**src/contiguous_page_allocator_defines.svh**
```systemverilog
// ----------------------------------------------------------------
// contiguous_page_allocator_defines: assertion macros
// same-cycle and next-cycle implication checks on clk, off during rst
// ----------------------------------------------------------------
`ifndef CONTIGUOUS_PAGE_ALLOCATOR_DEFINES_SVH
`define CONTIGUOUS_PAGE_ALLOCATOR_DEFINES_SVH

// antecedent implies consequent in the same cycle
`define CPA_CHECK(label, ante, cons, msg) \
  label: assert property (@(posedge clk) disable iff (rst) (ante) |-> (cons)) \
    else $error(msg);

// antecedent implies consequent in the next cycle
`define CPA_CHECK_NEXT(label, ante, cons, msg) \
  label: assert property (@(posedge clk) disable iff (rst) (ante) |=> (cons)) \
    else $error(msg);

`endif

```
**src/cpa_pkg.sv**
```systemverilog
// ----------------------------------------------------------------
// cpa_pkg: shared types and constants
// field widths, opcodes, controller states, command and status bundles
// ----------------------------------------------------------------
`default_nettype none

package cpa_pkg;

  localparam int PAGES_DEF  = 4096;
  localparam int PAGE_BYTES = 4096;
  localparam int PAGE_SHIFT = $clog2(PAGE_BYTES);

  localparam int OP_W     = 3;
  localparam int TAG_W    = 7;
  localparam int PCOUNT_W = 13;
  localparam int ADDR_W   = 24;
  localparam int ENTRY_W  = 8;
  localparam int CNT_W    = 25;
  localparam int CFG_W    = 12;
  localparam int HEAD_IDX = 7;

  localparam logic [CFG_W-1:0] CFG_RESET = 12'd256;
  localparam logic [CNT_W-1:0] COUNT_MAX = 25'h1FF_FFFF;

  localparam logic [OP_W-1:0] OP_ALLOC     = 3'd0;
  localparam logic [OP_W-1:0] OP_FREE      = 3'd1;
  localparam logic [OP_W-1:0] OP_MARK      = 3'd2;
  localparam logic [OP_W-1:0] OP_CNT_FREE  = 3'd3;
  localparam logic [OP_W-1:0] OP_CNT_USED  = 3'd4;
  localparam logic [OP_W-1:0] OP_CNT_OWNER = 3'd5;

  typedef enum logic [2:0] {
    ST_CLR_INIT,
    ST_CLEAR,
    ST_IDLE,
    ST_SCAN,
    ST_WRITE,
    ST_FINISH
  } cpa_state_t;

  typedef struct packed {
    logic clear_init;
    logic clearing;
    logic load;
    logic scan;
    logic wr_step;
    logic result;
  } cpa_cmd_t;

  typedef struct packed {
    logic wr_done;
    logic scan_idle;
    logic found;
    logic stop;
  } cpa_stat_t;

endpackage

`default_nettype wire

```
**src/cpa_ctrl.sv**
```systemverilog
// ----------------------------------------------------------------
// cpa_ctrl: sequencing state machine
// clearing pass, request load, table scan, write sweep, result hand-off
// ----------------------------------------------------------------
`default_nettype none

module cpa_ctrl (
  input  wire logic                      clk,
  input  wire logic                      rst,
  input  wire logic                      req_valid,
  input  wire logic [cpa_pkg::OP_W-1:0]  req_opcode,
  input  wire logic                      rsp_ready,
  input  wire cpa_pkg::cpa_stat_t        stat,
  output logic                           req_ready,
  output logic                           rsp_valid,
  output cpa_pkg::cpa_cmd_t              cmd
);
  import cpa_pkg::*;

  cpa_state_t state, state_next;
  logic       rsp_valid_next;

  always_ff @(posedge clk) begin
    if (rst) begin
      state     <= ST_CLR_INIT;
      rsp_valid <= 1'b0;
    end else begin
      state     <= state_next;
      rsp_valid <= rsp_valid_next;
    end
  end

  always_comb begin
    state_next = state;
    cmd        = '0;
    req_ready  = 1'b0;
    case (state)
      ST_CLR_INIT: begin
        cmd.clear_init = 1'b1;
        state_next     = ST_CLEAR;
      end
      ST_CLEAR: begin
        cmd.clearing = 1'b1;
        cmd.wr_step  = 1'b1;
        if (stat.wr_done) begin
          state_next = ST_IDLE;
        end
      end
      ST_IDLE: begin
        req_ready = 1'b1;
        if (req_valid) begin
          cmd.load = 1'b1;
          case (req_opcode)
            OP_ALLOC, OP_FREE, OP_CNT_FREE, OP_CNT_USED, OP_CNT_OWNER: begin
              state_next = ST_SCAN;
            end
            OP_MARK: begin
              state_next = ST_WRITE;
            end
            default: begin
              state_next = ST_FINISH;
            end
          endcase
        end
      end
      ST_SCAN: begin
        cmd.scan = 1'b1;
        if (stat.found) begin
          state_next = ST_WRITE;
        end else if (stat.stop || stat.scan_idle) begin
          state_next = ST_FINISH;
        end
      end
      ST_WRITE: begin
        cmd.wr_step = 1'b1;
        if (stat.wr_done) begin
          state_next = ST_FINISH;
        end
      end
      ST_FINISH: begin
        if (!rsp_valid || rsp_ready) begin
          cmd.result = 1'b1;
          state_next = ST_IDLE;
        end
      end
      default: begin
        state_next = ST_CLR_INIT;
      end
    endcase
  end

  always_comb begin
    if (cmd.result) begin
      rsp_valid_next = 1'b1;
    end else if (rsp_ready) begin
      rsp_valid_next = 1'b0;
    end else begin
      rsp_valid_next = rsp_valid;
    end
  end

endmodule

`default_nettype wire

```
**config.mk**
```make
export PLATFORM = sky130hd
export DESIGN_NAME = cpa_ctrl
export DESIGN_NICKNAME = d
export VERILOG_FILES = /design/src/contiguous_page_allocator_defines.svh /design/src/cpa_pkg.sv /design/src/cpa_ctrl.sv
export SDC_FILE = /design/constraint.sdc
export NUM_CORES = 1
export LEC_CHECK = 0
export BUFFER_PORTS_ARGS = -buffer_cell sky130_fd_sc_hd__clkbuf_2
export CORE_AREA = 2 2 39 41
export CTS_BUF_LIST = sky130_fd_sc_hd__clkbuf_2
export DETAILED_ROUTE_END_ITERATION = 12
export DIE_AREA = 0 0 41 43
export PLACE_DENSITY_LB_ADDON = 0.08
export SYNTH_ARGS = -nofsm -noshare
export SYNTH_HDL_FRONTEND = slang
export SYNTH_SLANG_ARGS = --single-unit
```
**constraint.sdc**
```tcl
create_clock -name clk -period 1.9 [get_ports clk]
set_input_delay 0.095 -clock clk [delete_from_list [all_inputs] [get_ports clk]]
set_output_delay 0.095 -clock clk [all_outputs]
set_load 0.005 [all_outputs]
```
# After elaboration in Yosys (flattened, before gate mapping)
# Index checks and enable logic that the tools add are counted.
[totals]
in_bits = 11
word_cells = 45
reg_bits = 4
output_inout_bits = 8
[op_classes]
eq_ne = 15
reduce_logical = 9
mux = 19
[ops]
columns = ["op", "count"]
rows = [
  ["$mux 3", 6],
  ["$pmux 3 s6", 1],
  ["$eq 3x2->1 const B", 4],
  ["$eq 3x3->1 const B", 4],
  ["$mux 1", 11],
  ["$ne 2x2->1 const B", 4],
  ["$eq 3x1->1 const B", 2],
  ["$logic_not 3->1", 2],
  ["$pmux 3 s2", 1],
  ["$reduce_and 5->1", 1],
  ["$reduce_or 5->1", 1],
  ["$ne 3x3->1 const B", 1],
  ["$logic_or 1x1->1", 2],
  ["$reduce_bool 2->1", 1],
  ["$reduce_or 2->1", 1],
  ["$logic_not 1->1", 1],
]

# Longest topological paths before layout
# Gate-level depths: netlist (run 1).
[depth]
ltp_word = 5
ltp_mapped = 5

# Least setup slack after synthesis (run 1)
# OpenSTA, ideal clock, no wires.
[synth_path]
path_kind = "flip-flop to flip-flop"
from = "register state[2]"
to = "register state[0]"
required_time_ns = 1.816
stages_incl_launch_ff = 6
slack_ns = 0.384
arrival_ns = 1.432
path_cell_list = "dfxtp_1 buf_6 and3b_1 nor4b_4 or4_4 o31ai_2"
[synth_between]
elab_chain_len = 3
elab_cells_between_ends = 13
[synth_rtl]
columns = ["item", "line", "source"]
rows = [
  ["from (decl)", "cpa_ctrl.sv:20", "cpa_state_t state, state_next;"],
  ["from (signal assigned)", "cpa_ctrl.sv:28", "state <= state_next;"],
  ["$eq 3x2->1, or another cell as far along", "cpa_ctrl.sv:37", "case (state)"],
  ["$ne 3x3->1 (no line) / $ne 2x2->1 (equally long branches)", "-", ""],
  ["$reduce_and 5->1 (no line)", "-", ""],
]
# Parallel ways exist; a longest one is shown, timed or not.
# A chain may end at the register's enable or synchronous reset.

# Worst setup path after layout (run 1)
# Ends and elaborated chain as after synthesis.

==> results.md, run 1 <==
- Synth area leaders: dfxtp_1 (23%), nand2b_1 (7.2%), nor2b_1 (7.2%)
- Maxcap violations: 0
- Synth top area share: 23.02%
- Cell Area, Placed: 452.9 um2
- Hold crit path type: in -> reg
- Setup crit start: state[2]
- Post-route minimum period: 1.587 ns
- Synth warnings: 0
- Ys async rst share: 0%
- Final setup vio count: 0
- HPWL Detailed: 740.7 um
- CTS max path bufs: 2
- Setup crit end kind: register
- Post_cts resized: 0
- Worst hold endpoint: rsp_valid
- DRT Pass-1 Iters: 4
- DR DRC count: 0
- Slew @ Worst Pin: 0.2850 ns
- H-tree level count: 1
- Initial antenna violation count: 0
- Clock Sinks: 4
- Post-CTS setup buffers: 0
- Via count: 386
- Port Buf Inserts: 18
- Clock Skew: 0.001096 ns
- Clock transition at path regs: 0.04 ns
- Mapped Nets: 55
- Final Hold Viols: 0
- Cells after Synth: 44
- Multi-input logic area: 240.2 um2
- Syn-to-layout area delta: 34.53%
- Die Width: 41 um
- Total power: 0.5565 mW
- Crit path kind: reg -> reg
- Mapped Area: 347.8 um2
- Startpoint Class: register
- Rel. slew slack: 80.94%
- Initial Util: 25.14%
- CP max FO: 7
- Hold buffer count at CTS: 0
- Cell accounting for the most synthesized area: dfxtp_1
- Die Y: 43 um
- Pwr per Cell Area: 1189 nW/um2
- R2R depth: 4
- Detailed Route Iter0 Violations: 1
- Leak: 0.2123 nW
- Synth Flop Type: dfxtp_1
- Post-synth cell types: 23
- Antenna Diode Count: 0
- Fillers: 155
- Worst vdd ir: 0.0003307 V
- Max Fclk: 630.3 MHz
- Clock latency at the later pin of the worst-skew pair: 0.21 ns
- Largest net degree at the start of global routing: 12
- R2r startpoint: state[2]
- Post-DRT Antenna Nets: 0
- Max-slew violations: 0
- Most common cell in the netlist: nor2_1
- Post-Layout Cell Count: 80
- Fin nets: 77
- R2r endpoint: state[0]
- WHS Path Cells: 2
- Arrival @ worst endpoint: 1.72 ns
- DR WL/cell: 11.55 um
- Most frequent cells after synthesis: nor2_1 (6), dfxtp_1 (4), nand2b_1 (4), nor2b_1 (4)
- Place WS: 0.3020 ns
- Num ports: 19
- Final Instance Area: 467.9 um2
- Worst EP required: 2.03 ns
- Num CTS Buffers: 3
- Avg Cell Area, Syn: 7.905 um2
- Row cnt: 14
- CORE AREA: 1384 um2
- Period utilization: 83.50%
- CTS tree: done
- Die ar.: 1763 um2
- Status: complete, no violations
- Min setup slack post-route: 0.3134 ns
- CTS root buf: clkbuf_2
- Via-per-instance ratio: 4.825
- Placed cells: 77
- R2r setup slk: 0.31 ns
- Synth Register Bits: 4
- HP Start: rst
- Register Area: 80.08 um2
- RSZ-0062 raised after global routing: no
- First-pass GRT wire length: 1421 um
- Post-synth EDFFs: 0
- Final TNS setup: 0 ns
- Vias in the first global route: 343
- Layout cells sized above 1: 43.75%
- Gr usage total: 12.83%
- Placer Congestion: 0.7640
- Routed wire length: 924 um
- GR Overflow Total: 0
- Seq/Total Area, Yosys: 23.02%
how the worst max path moves through the flow:
stage | to | cells after the start
2_1_floorplan | state[0] | 5
3_3_place_gp | state[2] | 4
3_5_place_dp | state[0] | 4
4_1_cts | state[0] | 4
5_1_grt | state[0] | 4
6_report | state[0] | 4
through the flow:
step	utilization (%)	hold WS, ns
3_3_place_gp	32.73	0.3470
6_report	33.82	0.1176
5_1_grt	33.82	0.1212
4_1_cts	33.82	0.1131
3_5_place_dp	32.73	0.3389
2_1_floorplan	-	0.1641
state kept, by name (all words and copies together), names as in the netlist:
name and flops:
rsp_valid 1, state 3
kinds of logic after synthesis:
logic type      count (synthesis)  synth area share (%)
xor+xnor                        1                 2.518
flops                           4                 23.02
buf+inv                         4                 7.912
simple gates                   25                 45.68
compound gates                 10                 20.86
area by class of cell:
cell class                 instances  share of cell area [%]
tap                               16                   4.278
clock buffer                       3                   3.209
multi-input combinational         36                   51.34
timing repair buffer              21                   24.06
sequential                         4                   17.11
placed cells by master (no fill, tap or decap):
master / instances
nand3b_1: 1
and2_1: 1
dfxtp_1: 4
buf_4: 3
a21oi_1: 3
or2_1: 1
clkbuf_2: 21
nand2b_1: 4
o21ai_0: 3
xnor2_1: 1
nand3_1: 1
o32ai_1: 1
nand2_1: 2
nor2_1: 6
nor2b_1: 4
a311oi_1: 1
or4_4: 1
o31ai_2: 2
nor4b_4: 1
nor3_1: 2
and3b_1: 1
worst max-delay path: stages (launching register included):
cell and delay (ns):
dfxtp_1 0.43, and3b_1 0.22, nor4b_4 0.14, or4_4 0.50, o31ai_2 0.21
routing by layer:
| metal | share of wire [%] | global-route usage (%) | vias to the layer above | wire length [um] |
|---|---|---|---|---|
| met4 | 2.9 | 10.00 | 0 | 27 |
| met1 | 43 | 14.70 | 170 | 398 |
| li1 | - | - | 196 | - |
| met3 | 6.9 | 4.712 | 4 | 64 |
| met5 | 0 | 0 | - | 0 |
| met2 | 47 | 18.13 | 16 | 434 |
power breakdown:
group          switching (mW)  total [mW]  internal, mW
combinational           0.160       0.330         0.169
clock                  0.0377      0.0801        0.0424
sequential             0.0367       0.147         0.110
(Power assumes the default switching activity.)
==> run 2, diff against run 1 <==
Clock period 1.9 ns to 1.3 ns, I/O delays scaled along.
==> run 2 against run 1 <==
Net effect:
- clock skew grew 0.0038 ns
- sequential power up 63%
- wire length down 0.76%
- the run now ends with negative setup slack left
- highest routed layer is now met3
- critical path type unchanged
- fmax up 4.3%
- global-route usage shrank 0.70 points
- clock power is 40% higher
- total power rose by 99%
- die area is the same
- combinational power is 130% higher
- register-to-register slack worse by 0.53 ns
==> results.md, run 2 (synthesis gave the netlist of run 1 again) <==
- Status: finished with violations
- Failing checks: negative setup slack
- R2r setup slk: -0.22 ns
- Rel. slew slack: 82.63%
- Met3 routed wirelength: 57 um
- Largest Register: state
- Highest Signal Layer: met3
- Hold crit path type: in -> reg
- Die ar.: 1763 um2
- Max reg flops: 3
- Via count: 406
- CTS max path bufs: 2
- Met2 routed WL: 461 um
- Syn-to-layout area delta: 69.06%
- RSZ-0062 raised after global routing: yes
- Final Hold Viols: 0
- Place WS: -0.2134 ns
- Hold buffer count at CTS: 0
- First-pass GRT wire length: 1421 um
- Fin nets: 85
- Period utilization: 117.0%
- CTS tree: done
- Maxcap violations: 0
- Post-DRT Antenna Nets: 0
- Most frequent cells in the layout: clkbuf_2 (21), buf_4 (9), nor2_1 (5)
- Initial antenna violation count: 0
- Vias in the first global route: 374
- Die Width: 41 um
- Met1 Wirelength: 398 um
- Clock Skew: 0.004867 ns
- Setup crit start: state[0]
- Min setup slack post-route: -0.2208 ns
- CORE AREA: 1384 um2
- Routed wire length: 917 um
- Port Buf Inserts: 18
- Crit path kind: reg -> reg
- Post-Layout Cell Count: 88
- Setup crit end kind: register
- Post-route minimum period: 1.521 ns
- Pwr per Cell Area: 1888 nW/um2
- DR WL/cell: 10.42 um
- Final setup vio count: 5
- CTS root buf: clkbuf_2
- Clock latency at the later pin of the worst-skew pair: 0.21 ns
- Placed cells: 82
- CP max FO: 5
- Row cnt: 14
- GR Overflow Total: 0
- Largest net degree at the start of global routing: 7
- Final core occ: 42.50%
- DR DRC count: 0
- End of the critical path: state[2]
- Clock Sinks: 4
- Antenna Diode Count: 0
- R2R depth: 5
- Detailed Route Iter0 Violations: 2
- Via-per-instance ratio: 4.614
- Layout cells sized above 1: 61.11%
- Num CTS Buffers: 3
- Worst vdd ir: 0.0005625 V
- Leak: 0.2646 nW
- R2r startpoint: state[0]
- Placer Congestion: 0.7170
- Worst EP required: 1.42 ns
- Gr usage total: 12.12%
- Arrival @ worst endpoint: 1.64 ns
- H-tree level count: 1
- Clock transition at path regs: 0.04 ns
- Max Fclk: 657.6 MHz
- Startpoint Class: register
- Top Registers: state: 3 flops, rsp_valid: 1 flops
- Most common cell after layout, fill and taps aside: clkbuf_2
- R2r endpoint: state[2]
- Max-slew violations: 0
- Die Y: 43 um
- Num ports: 19
- Slew @ Worst Pin: 0.2606 ns
- DRT Pass-1 Iters: 2
- Initial Util: 25.14%
## run 2: worst min path at each step
stage	start	endpoint	slack, ns	cells after the start
2_1_floorplan	rst	rsp_valid	0.13	1
3_3_place_gp	rst	rsp_valid	0.31	2
3_5_place_dp	rst	rsp_valid	0.31	2
4_1_cts	rst	rsp_valid	0.08	2
5_1_grt	rst	rsp_valid	0.11	2
6_report	rst	rsp_valid	0.1	2
## run 2: cell type report
cell class / instances / area [um2]
tap: 16 / 20.02
fill: 149 / 795.8
clock buffer: 3 / 15.01
sequential: 4 / 88.84
multi-input combinational: 36 / 284.0
timing repair buffer: 29 / 180.2
## run 2: power by group
| part | leakage, nW | total [mW] | internal [mW] | switching, mW |
|---|---|---|---|---|
| clock | 0.0125 | 0.112 | 0.0620 | 0.0496 |
| combinational | 0.218 | 0.758 | 0.449 | 0.310 |
| sequential | 0.0345 | 0.240 | 0.177 | 0.0633 |
| total | 0.265 | 1.11 | 0.687 | 0.423 |
## run 2: per-layer routing
metal  track usage, %  vias to the layer above
met4            10.00                        0
met5                0                        -
met3            1.571                        0
li1                 -                      210
met1            16.29                      182
met2            16.25                       14
## run 2: worst max-delay path, cell delays in order (launching register included)
cell	delay [ns]
dfxtp_4	0.36
buf_4	0.16
nand2_2	0.05
o32ai_2	0.08
or4_4	0.57
o31ai_2	0.21
## run 2: per-stage QoR
step           TNS, ns  hold slack [ns]  power (mW)  cell area (um2)
3_3_place_gp   -0.4752           0.3112      0.8055            491.7
6_report       -0.6747          0.09639       1.110            588.1
4_1_cts        -0.6477          0.07517       1.031            556.8
3_5_place_dp   -0.5479           0.3083      0.7971            491.7
2_1_floorplan  -0.5521           0.1341      0.5189            349.1
5_1_grt         -1.006           0.1098       1.206            588.1
## run 2: repair_timing
action                                  4_1_cts  5_1_grt
setup buffers                                 2        1
pin swaps                                     1        3
endpoints found under the setup margin        5        5
resized for setup                             9        4
==> run 3, diff against run 2 <==
Clock period 1.3 ns to 1.76 ns, I/O delays scaled along.
==> run 3 against run 2 <==
Net effect:
- the run now ends clean
- sequential share of layout area up 1.5 points
- setup slack gained 0.46 ns
- clock power is 23% lower
- via count shrank 3.2%
- critical path depth is 1 lower
- sequential power decreased by 37%
- worst hold slack improved by 0.039 ns
- count of clock-buffer cells in the layout did not move
==> results.md, run 3 (synthesis gave the netlist of run 1 again) <==
- Antenna Diode Count: 0
- Die Width: 41 um
- Routed wire length: 936 um
- CP Cell Sequence: and3b_1 -> nor4b_4 -> or4_4 -> o31ai_2
- Place WS: 0.2331 ns
- H-tree level count: 1
- Post-CTS setup buffers: 0
- Largest Register: state
- Crit path kind: reg -> reg
- Clock latency at the later pin of the worst-skew pair: 0.21 ns
- Vias in the first global route: 382
- Placer Congestion: 0.7654
- Largest net degree at the start of global routing: 12
- Peak per-stage delay on the critical path: 0.50 ns
- Layout cells sized above 1: 45.45%
- Gr usage total: 13.41%
- Fillers: 161
- Post-DRT Antenna Nets: 0
- Fin nets: 79
- Row cnt: 14
- Register Area: 80.08 um2
- Clock Sinks: 4
- Status: complete, no violations
- Clock Skew: 0.004721 ns
- CTS tree: done
- CP delay by family, top: simple AND/OR/NAND/NOR gates
- Leak: 0.2220 nW
- Most frequent cells in the layout: clkbuf_2 (21), nor2_1 (6), buf_4 (5)
- Worst EP required: 1.88 ns
- Top Registers: state: 3 flops, rsp_valid: 1 flops
- Max reg flops: 3
- CP max FO: 7
- Placed cells: 79
- Min setup slack post-route: 0.2410 ns
- DRT Pass-1 Iters: 4
- Post-Layout Cell Count: 82
- Rel. slew slack: 79.19%
- Pwr per Cell Area: 1290 nW/um2
- DR WL/cell: 11.41 um
- CTS max path bufs: 2
- Via count: 393
- Most common cell after layout, fill and taps aside: clkbuf_2
- Port Buf Inserts: 18
- CP max-delay cell: or4_4
- CORE AREA: 1384 um2
- Max Fclk: 658.3 MHz
- Post_cts resized: 0
- Post-route minimum period: 1.519 ns
- Num ports: 19
- Syn-to-layout area delta: 38.85%
- Arrival @ worst endpoint: 1.64 ns
- Setup crit end kind: register
- Final Hold Viols: 0
- RSZ-0062 raised after global routing: no
- Num CTS Buffers: 3
- DR DRC count: 0
- Initial Util: 25.14%
- Maxcap violations: 0
- Hold crit path type: in -> reg
- Startpoint Class: register
- Die ar.: 1763 um2
- Initial antenna violation count: 0
- Hold buffer count at CTS: 0
- Final TNS setup: 0 ns
- HPWL Detailed: 785.5 um
- Via-per-instance ratio: 4.793
- Final setup vio count: 0
- Bufs and invs on worst path: 0
- GR Overflow Total: 0
- Multi-input logic area: 240.2 um2
- Clock transition at path regs: 0.05 ns
- Die Y: 43 um
- Slew @ Worst Pin: 0.3112 ns
- CTS root buf: clkbuf_2
- Worst vdd ir: 0.0003536 V
- Period utilization: 86.31%
- First-pass GRT wire length: 1559 um
- Max-slew violations: 0
- Detailed Route Iter0 Violations: 8
run 3: changes by cell type in the layout (fill, tap and decap cells not counted), sizes merged:
cell,previous run,this run
buf,11,5
run 3: worst register-to-register path, cell delays in order (launching register included):
cell	delay [ns]
dfxtp_1	0.36
and3b_1	0.22
nor4b_4	0.14
or4_4	0.50
o31ai_2	0.21
run 3: power by group:
part	switching (mW)	leakage, nW	internal [mW]
combinational	0.184	0.177	0.202
clock	0.0401	0.0125	0.0459
sequential	0.0328	0.0328	0.119
total	0.257	0.222	0.366
run 3: cell type report:
type / instances / share of cell area (%)
Multi-Input combinational cell: 36 / 49.74
Timing Repair Buffer: 23 / 26.42
Sequential cell: 4 / 16.58
Tap cell: 16 / 4.145
Clock buffer: 3 / 3.109
run 3: metrics by stage:
step	area [um2]	hold slack, ns	power [mW]	utilization [%]
final	483.0	0.1349	0.6229	34.90
after global routing	483.0	0.1182	0.6871	34.90
after CTS	483.0	0.1106	0.6368	34.90
after detailed placement	467.9	0.3425	0.5452	33.82
after global placement	467.9	0.3463	0.5494	33.82
after floorplan	347.8	0.1571	0.3822	-
run 3: final timing paths:
kind	from	end	slack (ns)	cells past startpoint
max	state[1]	state[0]	0.24	4
min	rst	rsp_valid	0.13	2
max reg2reg	state[1]	state[0]	0.24	4
min reg2reg	rsp_valid	rsp_valid	0.56	2
run 3: per-layer routing:
metal | GRT usage [%] | wire length (um)
met5 | 0 | 0
met4 | 9.333 | 30
met3 | 4.712 | 55
met2 | 17.81 | 422
met1 | 17.20 | 427
